**src/rtl/potts_site_propensity_select_defines.svh**
```systemverilog
// Assertion macros shared by the site propensity RTL.
// Each macro expects a clock named clk and an active-low reset named arst_n.
`ifndef POTTS_SITE_PROPENSITY_SELECT_DEFINES_SVH
`define POTTS_SITE_PROPENSITY_SELECT_DEFINES_SVH

// Same-cycle implication, disabled while reset is asserted.
`define PSPS_ASSERT_IMP(label, ante, cons) \
	label: assert property (@(posedge clk) disable iff (!arst_n) (ante) |-> (cons)) \
		else $error("psps: implication check failed");

// Next-cycle implication, disabled while reset is asserted.
`define PSPS_ASSERT_NXT(label, ante, cons) \
	label: assert property (@(posedge clk) disable iff (!arst_n) (ante) |=> (cons)) \
		else $error("psps: next-cycle check failed");

`endif

```
**src/rtl/psps_pkg.sv**
```systemverilog
// Types and constants for the Potts site propensity and spin selection block.
// Used by potts_site_propensity_select; depends on nothing else.
package psps_pkg;

	localparam int unsigned NUM_NEIGH = 6;
	localparam int unsigned SPIN_W    = 16;
	localparam int unsigned FACTOR_W  = 17;
	localparam int unsigned SUM_W     = 19;
	localparam int unsigned ACC_W     = 20;
	localparam int unsigned CNT_W     = 3;
	localparam int unsigned CFG_IDX_W = 3;

	localparam logic [FACTOR_W-1:0] ONE_Q16 = 17'h10000;
	localparam logic [SUM_W-1:0]    SUM_MAX = 19'h7FFFF;

	typedef enum logic [CFG_IDX_W-1:0] {
		CFG_BOLTZ_1 = 3'd0,
		CFG_BOLTZ_2 = 3'd1,
		CFG_BOLTZ_3 = 3'd2,
		CFG_BOLTZ_4 = 3'd3,
		CFG_BOLTZ_5 = 3'd4,
		CFG_BOLTZ_6 = 3'd5
	} cfg_reg_t;

	typedef struct packed {
		logic              mode;
		logic [SPIN_W-1:0] center_spin;
		logic [SPIN_W-1:0] spin_xm;
		logic [SPIN_W-1:0] spin_xp;
		logic [SPIN_W-1:0] spin_ym;
		logic [SPIN_W-1:0] spin_yp;
		logic [SPIN_W-1:0] spin_zm;
		logic [SPIN_W-1:0] spin_zp;
		logic [SUM_W-1:0]  threshold;
	} site_t;

	typedef struct packed {
		logic [SUM_W-1:0]  prob_sum;
		logic [SPIN_W-1:0] new_spin;
		logic [CNT_W-1:0]  candidate_count;
	} result_t;

endpackage

```
**src/rtl/potts_site_propensity_select.sv**
```systemverilog
// Potts site propensity and spin selection for one simple cubic lattice site.
// Pipeline: a site taken on start passes the input, match, prefix-sum and result
// registers in turn, and its result leaves the last of them with done high.
// Throughput: one site per cycle; busy is always low and the receiver cannot stall.
// Reset: arst_n clears all valid bits and the six Boltzmann factors to zero.
`include "potts_site_propensity_select_defines.svh"

module potts_site_propensity_select #(
	parameter int unsigned SPIN_BITS = 16
) (
	input  logic                                 clk,
	input  logic                                 arst_n,
	input  logic                                 start,
	output logic                                 busy,
	input  psps_pkg::site_t                      site,
	output logic                                 done,
	output psps_pkg::result_t                    result,
	input  logic                                 cfg_valid,
	output logic                                 cfg_ready,
	input  logic [psps_pkg::CFG_IDX_W-1:0]       cfg_index,
	input  logic [psps_pkg::FACTOR_W-1:0]        cfg_data
);

	localparam int unsigned N = psps_pkg::NUM_NEIGH;
	localparam int unsigned SW = psps_pkg::SPIN_W;
	localparam logic [SW-1:0] SPIN_MASK = (SPIN_BITS >= SW) ? {SW{1'b1}} :
		SW'((33'd1 << SPIN_BITS) - 33'd1);

	// Configuration registers.
	logic [N-1:0][psps_pkg::FACTOR_W-1:0] boltz_q;

	assign cfg_ready = 1'b1;
	assign busy      = 1'b0;

	always_ff @(posedge clk or negedge arst_n) begin
		if (!arst_n) begin
			boltz_q <= '0;
		end else if (cfg_valid && cfg_ready) begin
			unique case (cfg_index)
				psps_pkg::CFG_BOLTZ_1: boltz_q[0] <= cfg_data;
				psps_pkg::CFG_BOLTZ_2: boltz_q[1] <= cfg_data;
				psps_pkg::CFG_BOLTZ_3: boltz_q[2] <= cfg_data;
				psps_pkg::CFG_BOLTZ_4: boltz_q[3] <= cfg_data;
				psps_pkg::CFG_BOLTZ_5: boltz_q[4] <= cfg_data;
				psps_pkg::CFG_BOLTZ_6: boltz_q[5] <= cfg_data;
				default: ;
			endcase
		end
	end

	// Stage 1: registered input, spins masked to their compared width.
	logic                              v_s1;
	logic                              mode_s1;
	logic [SW-1:0]                     center_s1;
	logic [N-1:0][SW-1:0]              nb_s1;
	logic [psps_pkg::SUM_W-1:0]        thr_s1;

	always_ff @(posedge clk or negedge arst_n) begin
		if (!arst_n) begin
			v_s1 <= 1'b0;
		end else begin
			v_s1 <= start && !busy;
		end
	end

	always_ff @(posedge clk) begin
		mode_s1   <= site.mode;
		center_s1 <= site.center_spin & SPIN_MASK;
		nb_s1[0]  <= site.spin_xm & SPIN_MASK;
		nb_s1[1]  <= site.spin_xp & SPIN_MASK;
		nb_s1[2]  <= site.spin_ym & SPIN_MASK;
		nb_s1[3]  <= site.spin_yp & SPIN_MASK;
		nb_s1[4]  <= site.spin_zm & SPIN_MASK;
		nb_s1[5]  <= site.spin_zp & SPIN_MASK;
		thr_s1    <= site.threshold;
	end

	// Stage 2: candidate flags and the propensity each candidate contributes.
	// A candidate's energy rise over the center equals how many more neighbors
	// match the center than match the candidate.
	logic [N-1:0]                          cand_c;
	logic [N-1:0][psps_pkg::FACTOR_W-1:0]  add_c;

	always_comb begin
		logic [N-1:0]                     eq_ctr;
		logic [N-1:0][N-1:0]              match;
		logic [psps_pkg::CNT_W-1:0]       cnt_ctr;
		logic [psps_pkg::CNT_W-1:0]       cnt_nb;
		logic [psps_pkg::CNT_W-1:0]       rise;
		logic                             seen;
		for (int m = 0; m < N; m++) begin
			eq_ctr[m] = (nb_s1[m] == center_s1);
			for (int j = 0; j < N; j++) begin
				match[m][j] = (nb_s1[m] == nb_s1[j]);
			end
		end
		cnt_ctr = psps_pkg::CNT_W'($countones(eq_ctr));
		for (int m = 0; m < N; m++) begin
			seen = 1'b0;
			for (int j = 0; j < m; j++) begin
				seen = seen | match[m][j];
			end
			cand_c[m] = !eq_ctr[m] && !seen;
			cnt_nb    = psps_pkg::CNT_W'($countones(match[m]));
			rise      = cnt_ctr - cnt_nb - 3'd1;
			if (!cand_c[m]) begin
				add_c[m] = '0;
			end else if (cnt_nb >= cnt_ctr) begin
				add_c[m] = psps_pkg::ONE_Q16;
			end else begin
				add_c[m] = boltz_q[rise];
			end
		end
	end

	logic                                  v_s2;
	logic                                  mode_s2;
	logic [SW-1:0]                         center_s2;
	logic [N-1:0][SW-1:0]                  nb_s2;
	logic [psps_pkg::SUM_W-1:0]            thr_s2;
	logic [N-1:0]                          cand_s2;
	logic [N-1:0][psps_pkg::FACTOR_W-1:0]  add_s2;

	always_ff @(posedge clk or negedge arst_n) begin
		if (!arst_n) begin
			v_s2 <= 1'b0;
		end else begin
			v_s2 <= v_s1;
		end
	end

	always_ff @(posedge clk) begin
		mode_s2   <= mode_s1;
		center_s2 <= center_s1;
		nb_s2     <= nb_s1;
		thr_s2    <= thr_s1;
		cand_s2   <= cand_c;
		add_s2    <= add_c;
	end

	// Stage 3: saturated running sums. Non-candidates add zero, so the sum at
	// each position is the running sum at the latest candidate up to there.
	logic [N-1:0][psps_pkg::SUM_W-1:0] pre_c;

	always_comb begin
		logic [psps_pkg::ACC_W-1:0] acc;
		acc = '0;
		for (int m = 0; m < N; m++) begin
			acc = acc + psps_pkg::ACC_W'(add_s2[m]);
			pre_c[m] = (acc > psps_pkg::ACC_W'(psps_pkg::SUM_MAX)) ? psps_pkg::SUM_MAX :
				acc[psps_pkg::SUM_W-1:0];
		end
	end

	logic                               v_s3;
	logic                               mode_s3;
	logic [SW-1:0]                      center_s3;
	logic [N-1:0][SW-1:0]               nb_s3;
	logic [psps_pkg::SUM_W-1:0]         thr_s3;
	logic [N-1:0]                       cand_s3;
	logic [N-1:0][psps_pkg::SUM_W-1:0]  pre_s3;
	logic [psps_pkg::CNT_W-1:0]         cnt_s3;

	always_ff @(posedge clk or negedge arst_n) begin
		if (!arst_n) begin
			v_s3 <= 1'b0;
		end else begin
			v_s3 <= v_s2;
		end
	end

	always_ff @(posedge clk) begin
		mode_s3   <= mode_s2;
		center_s3 <= center_s2;
		nb_s3     <= nb_s2;
		thr_s3    <= thr_s2;
		cand_s3   <= cand_s2;
		pre_s3    <= pre_c;
		cnt_s3    <= psps_pkg::CNT_W'($countones(cand_s2));
	end

	// Result: in pick mode take the first candidate whose running sum reaches
	// the threshold, falling back to the last candidate, then to the center.
	psps_pkg::result_t res_c;

	always_comb begin
		logic                               hit;
		logic                               any;
		logic [psps_pkg::CNT_W-1:0]         hit_idx;
		logic [psps_pkg::CNT_W-1:0]         last_idx;
		hit      = 1'b0;
		any      = 1'b0;
		hit_idx  = '0;
		last_idx = '0;
		for (int m = N - 1; m >= 0; m--) begin
			if (cand_s3[m] && (pre_s3[m] >= thr_s3)) begin
				hit     = 1'b1;
				hit_idx = psps_pkg::CNT_W'(m);
			end
		end
		for (int m = 0; m < N; m++) begin
			if (cand_s3[m]) begin
				any      = 1'b1;
				last_idx = psps_pkg::CNT_W'(m);
			end
		end
		res_c.candidate_count = cnt_s3;
		res_c.prob_sum        = pre_s3[N-1];
		res_c.new_spin        = center_s3;
		if (mode_s3) begin
			if (hit) begin
				res_c.prob_sum = pre_s3[hit_idx];
				res_c.new_spin = nb_s3[hit_idx];
			end else if (any) begin
				res_c.new_spin = nb_s3[last_idx];
			end
		end
	end

	logic done_q;
	psps_pkg::result_t result_q;

	always_ff @(posedge clk or negedge arst_n) begin
		if (!arst_n) begin
			done_q <= 1'b0;
		end else begin
			done_q <= v_s3;
		end
	end

	always_ff @(posedge clk) begin
		result_q <= res_c;
	end

	assign done   = done_q;
	assign result = result_q;

	`PSPS_ASSERT_IMP(a_done_follows_start, done, $past(start, 4))
	`PSPS_ASSERT_IMP(a_no_cand_zero_sum, done && (result.candidate_count == '0), result.prob_sum == '0)
	`PSPS_ASSERT_NXT(a_total_mode_keeps_center, v_s3 && !mode_s3, done && (result.new_spin == $past(center_s3)))

endmodule

```
**config.mk**
```make
export PLATFORM = sky130hd
export DESIGN_NAME = potts_site_propensity_select
export DESIGN_NICKNAME = d
export VERILOG_FILES = /design/src/rtl/psps_pkg.sv /design/src/rtl/potts_site_propensity_select.sv
export VERILOG_INCLUDE_DIRS = /design/src /design/src/rtl
export SDC_FILE = /design/constraint.sdc
export NUM_CORES = 2
export LEC_CHECK = 0
export BUFFER_PORTS_ARGS = -buffer_cell sky130_fd_sc_hd__buf_2
export CAP_MARGIN = 20
export CORE_ASPECT_RATIO = 2
export CORE_MARGIN = 8
export CORE_UTILIZATION = 50
export CTS_BUF_LIST = sky130_fd_sc_hd__clkbuf_8
export CTS_CLUSTER_SIZE = 10
export DETAILED_ROUTE_END_ITERATION = 8
export HOLD_SLACK_MARGIN = 0.15
export PLACE_DENSITY = 0.75
export SYNTH_ARGS = -nofsm -noshare
export SYNTH_HDL_FRONTEND = slang
export SYNTH_SLANG_ARGS = --single-unit
```
**constraint.sdc**
```tcl
create_clock -name clk -period 8.75 [get_ports clk]
set_input_delay 1.3125 -clock clk [delete_from_list [all_inputs] [get_ports clk]]
set_output_delay 1.3125 -clock clk [all_outputs]
set_load 0.01 [all_outputs]
```
# Word-level counts from Yosys, hierarchy flattened
# Index checks and enable logic that the tools add are counted.
[totals]
word_cells = 288
in_bits = 156
ff_bits = 771
output_inout_bits = 41
[classes]
n_eq_ne = 41
n_bitwise = 15
add_sub_neg = 57
n_mux = 52
reduce_logical = 35
order_cmp = 26
[op_table]
columns = ["operator", "count"]
rows = [
  ["$eq 16x16->1", 36],
  ["$bmux 17 s3", 6],
  ["$mux 17", 12],
  ["$ge 19x19->1", 6],
  ["$bmux 16 s3", 2],
  ["$mux 16", 4],
  ["$gt 20x19->1 const B", 3],
  ["$bmux 19 s3", 1],
  ["$mux 19", 3],
  ["$add 20x17->20", 2],
  ["$add 1x1->2", 18],
  ["$mux 35", 1],
  ["$lt 3x4->1 const B", 8],
  ["$mux 3", 10],
  ["$add 2x2->3", 8],
  ["$add 3x2->3", 8],
  ["$add 19x17->20", 1],
  ["$add 18x17->19", 1],
  ["$gt 17x19->1 const B", 1],
  ["$gt 18x19->1 const B", 1],
  ["$gt 19x19->1 const B", 1],
  ["$add 17x17->18", 1],
  ["$ge 3x3->1", 6],
  ["$sub 3x1->3 const B", 6],
  ["other kinds (14)", 80],
]

# Longest topological paths before layout
[depth]
depth_word = 12
ltp_mapped = 39
depth_no_buf = 38

# Least setup slack after synthesis
# No wires, ideal clock.
[synth_path]
path_type = "flip-flop to flip-flop"
from = "register add_s2[0] (netlist bit)"
to = "register pre_s3[112] (netlist bit)"
period_less_slack_ns = 6.922
path_slack_ns = 1.828
required_time_ns = 8.634
t_arrival_ns = 6.806
path_stages_with_launch = 40
setup_ns = 0.116
n_path_buf = 1
path_cell_list = "dfxtp_1 -> ha_1 -> inv_1 -> fa_1 -> nor2b_1 -> o21ai_0 -> a21boi_0 -> o21ai_0 -> a21boi_0 -> o21ai_0 -> nor2b_1 -> xnor2_1 -> ha_1 -> a21o_1 -> a41o_1 -> nand2_1 -> nand2b_1 -> a21oi_1 -> (+4 left out) -> a221o_1 -> a21oi_2 -> o21ai_0 -> xnor2_1 -> ha_1 -> nand2_1 -> nor2_1 -> o31ai_1 -> a21boi_0 -> nor2b_1 -> ha_1 -> nand2_1 -> nand2_1 -> a31oi_1 -> nor4_4 -> xnor2_2 -> buf_6 -> nand2_2"
[synth_via]
elab_chain_cells = 6
[synth_lines]
columns = ["element", "line_no", "rtl"]
rows = [
  ["start: declaration", "potts_site_propensity_select.sv:122", "logic [N-1:0][psps_pkg::FACTOR_W-1:0] add_s2;"],
  ["start signal: assignment", "potts_site_propensity_select.sv:138", "add_s2 <= add_c;"],
  ["$add 17x17->18 (*)", "potts_site_propensity_select.sv:149", "acc = acc + psps_pkg::ACC_W'(add_s2[m]);"],
  ["$add 18x17->19 (*)", "potts_site_propensity_select.sv:149", ""],
  ["$add 19x17->20 (*)", "potts_site_propensity_select.sv:149", ""],
  ["$add 20x17->20 (*) (2 in a row)", "potts_site_propensity_select.sv:149", ""],
  ["$gt 20x19->1", "potts_site_propensity_select.sv:150", "pre_c[m] = (acc > psps_pkg::ACC_W'(psps_pkg::SUM_MAX)) ? psps_pkg::SUM_MAX :"],
  ["end signal: assignment", "potts_site_propensity_select.sv:178", "pre_s3 <= pre_c;"],
  ["end: declaration", "potts_site_propensity_select.sv:161", "logic [N-1:0][psps_pkg::SUM_W-1:0] pre_s3;"],
]
# Every way passes the cells marked *; elsewhere a longest branch is shown, timed or not.
# A chain may end at the register's enable or synchronous reset.

# Final worst setup path
[layout_path]
from = "register add_s2[0] (netlist bit)"
to = "register pre_s3[102] (netlist bit)"
# Same word-level chain as after synthesis.

==> results by group <==
Outcome
  – Status: complete, no violations

Drt
  – Total wire length: 141000 um
  – 1st-iter DRT viols: 1927
  – DR pass1 iterations: 5
  – DRC: 0
  – Antenna viol nets, final: 0
  – Vias/cell: 6.23
  – Via count: 28700
  – Routed WL per cell: 30.5 um

Final layout
  – Layout Cells excl Fill: 4612
  – Nets: 4026
  – Share of cells above drive strength 1: 19.9%
  – Filler Cell Count: 6423
  – Layout Area Growth over Synthesis: 11.2%

GRT
  – Tot GR Track Use: 33.2%
  – Vias in the first global route: 29900
  – Largest net degree at the start of global routing: 65
  – Initial antenna violation count: 2
  – Overflow after GRT: 0
  – First-pass GRT wire length: 202000 um

Worst setup path
  – Max stage delay on crit path: 410 ps
  – Slowest cell on the critical path: fa_1
  – Top cell by count, worst path: nand2_1
  – Worst Setup End Kind: flip-flop
  – CP Max Fanout: 13
  – Worst setup SP type: flip-flop
  – CP top delay family: compound AO/OA/AOI/OAI gates
  – Req. time, crit path: 9420 ps
  – Bufs and invs on worst path: 2
  – CP arrival: 8570 ps
  – Critical path type: flip-flop to flip-flop

Floorplanning
  – Core Rows: 141
  – Die height: 402 um
  – Starting density of the core: 50.5%
  – Die X: 209 um
  – Die area: 0.0840 mm^2
  – # IOs: 197
  – Core area: 0.0737 mm^2

Hold path
  – Hold Path Class: flip-flop to flip-flop

Timing
  – # setup viols final: 0
  – Final period utilization: 90.3%
  – Unrepaired setup endpoints after global routing: no
  – Slew headroom: 22.2%
  – Final Hold Fails: 0
  – Max Clk Rate: 0.127 GHz
  – Final slew viol count: 0
  – Fin Clk Skew: 67.0 ps
  – Worst Tran Pin Value: 1170 ps
  – Tmin final: 7900 ps
  – Setup TNS: 0 ps

Synth
  – Synth Warn #: 0
  – EDFF count, synth: 0
  – Sequential area share after synthesis: 42.7%
  – Syn_nets: 3890
  – Post-Synthesis Cells: 3465
  – Post-Syn Area: 0.0373 mm^2
  – Post-synth ARST share: 13.8%
  – Syn Area/Cell: 10.8 um^2
  – Register bit total from synthesis: 768
  – Ys flop type: dfxtp_1
  – Yosys cell types: 81

Clock network
  – Number of buffers created by CTS: 102
  – Reg clk slew, reported paths: 70 ps
  – Post-CTS Hold Buffers: 0
  – CTS tree: built
  – Clk Latency, worst-skew pair: 830 ps
  – CTS max path bufs: 3
  – Max H-tree Level: 3
  – # clock sinks: 768
  – Root Driver: clkbuf_8

Placed design
  – GPL Wtd Cong: 1.06
  – Dpl hpwl: 109000 um
  – Cells after DPL: 4419
  – Number of I/O port buffers: 194

Pwr
  – Leakage: 17.9 nW
  – Power per Cell Area: 190 mW/mm^2
  – Maximum vdd ir drop: 0.000146 V

Run
  – Max-cap check violation count: 0
-- layer usage --
metal / vias to the layer above / wire length [um] / GRT usage, %
li1: 12600 / - / -
met1: 13800 / 42900 / 30.0
met2: 1561 / 71500 / 59.0
met3: 754 / 9010 / 6.91
met4: 2 / 17400 / 34.5
met5: - / 18 / 0
-- cells in the mapped netlist (all sizes together) (95+ instances only) --
| cell type | instances | area share [%] |
|---|---|---|
| dfxtp | 662 | 36 |
| xor2 | 250 | 5.9 |
| ha | 240 | 8.1 |
| clkbuf | 210 | 2.1 |
| a21oi | 200 | 2.7 |
| nor2 | 189 | 1.9 |
| xnor2 | 176 | 4.2 |
| nor3 | 168 | 2.3 |
| mux2i | 145 | 3.9 |
| mux4 | 119 | 7.2 |
| mux2 | 109 | 3.3 |
| inv | 108 | 1.1 |
| dfrtp | 106 | 7.1 |
| nand2 | 95 | 1.0 |
-- power breakdown --
| group | switching (mW) | internal [mW] | leakage (nW) |
|---|---|---|---|
| clock network | 1.39 | 1.45 | 1.23 |
| logic | 0.468 | 0.486 | 9.89 |
| registers | 0.344 | 3.73 | 6.77 |
-- kinds of logic after synthesis --
group                      count (synthesis)  synth area share (%)
AOI/OAI and AO/OA                        525                  9.36
buffers and inverters                    358                  3.69
muxes                                    373                  14.4
other                                      2                0.0202
DFF                                      768                  42.7
xor gates and xnor gates                 426                  10.1
and+or+nand+nor                          744                  10.1
adders and majority gates                269                  9.62
-- sequential cells by signal, summed over array words and instances, names as in the netlist, 3 cells and up --
name,cells
pre_s3,111
add_s2,102
boltz_q,102
nb_s1,96
nb_s2,96
nb_s3,96
result,38
thr_s1,19
thr_s2,19
thr_s3,19
center_s1,16
center_s2,16
center_s3,16
cand_s2,6
cand_s3,6
cnt_s3,3
-- worst reg2reg max path, delay by kind of cell, from the launching register on --
| family | cells | cell delay, ps |
|---|---|---|
| compound gates | 14 | 3150 |
| fa+ha+maj | 6 | 2020 |
| flops | 1 | 340 |
| simple gates | 13 | 1270 |
| buf+inv | 2 | 330 |
| xor+xnor | 4 | 680 |
-- metrics by stage --
| stage | power (mW) | hold WS [ps] | utilization, % | setup WS, ps | cell area (um^2) |
|---|---|---|---|---|---|
| after detailed placement | 5.07 | 312 | 53.2 | 743 | 39200 |
| final | 7.87 | 303 | 56.2 | 849 | 41400 |
| after floorplan | 4.65 | 310 | - | 1830 | 37300 |
| after global routing | 8.15 | 316 | 56.1 | 154 | 41400 |
| after CTS | 7.88 | 309 | 56.1 | 668 | 41400 |
| after global placement | 5.04 | 310 | 53.2 | 827 | 39200 |
-- cells in the final DEF, fill, tap and decap left out, types with 106 or more instances in the layout --
master,n
mux2i_1,145
xor2_1,246
ha_1,234
mux2_2,109
mux4_2,119
buf_2,197
a21oi_1,198
inv_1,141
dfxtp_1,662
nor2_1,185
nor3_1,167
dfrtp_1,106
xnor2_1,170
clkbuf_8,124
-- worst paths after layout --
kind / startpoint / endpoint / slack, ps / cells after the start
hold / removal: nb_s2[32]$_DFF_P_ / nb_s3[32]$_DFF_P_ / 300 / 0
max in group asynchronous: arst_n / boltz_q[61]$_DFFE_PN0P_ / 6930 / 2
min in group asynchronous: arst_n / v_s1$_DFF_PN0_ / 530 / 1
hold reg to reg: nb_s2[32]$_DFF_P_ / nb_s3[32]$_DFF_P_ / 300 / 0
setup reg to reg: add_s2[0]$_SDFF_PP0_ / pre_s3[102]$_SDFF_PN1_ / 850 / 39
setup / recovery: add_s2[0]$_SDFF_PP0_ / pre_s3[102]$_SDFF_PN1_ / 850 / 39
-- cell type report --
type / instances / area, um^2 / share of cell area (%)
Sequential cell: 768 / 15900 / 38.4
Inverter: 108 / 405 / 0.979
Tap cell: 929 / 1160 / 2.81
Antenna cell: 3 / 7.51 / 0.0181
Clock inverter: 59 / 445 / 1.08
Timing Repair Buffer: 282 / 1620 / 3.92
Clock buffer: 124 / 1710 / 4.12
Multi-Input combinational cell: 2339 / 20200 / 48.7
-- repair_timing --
action | in CTS | in global routing
resized for setup | 0 | 0
buffers inserted | 0 | 1
endpoints found under the setup margin | 0 | 13
(Power assumes the default switching activity.)
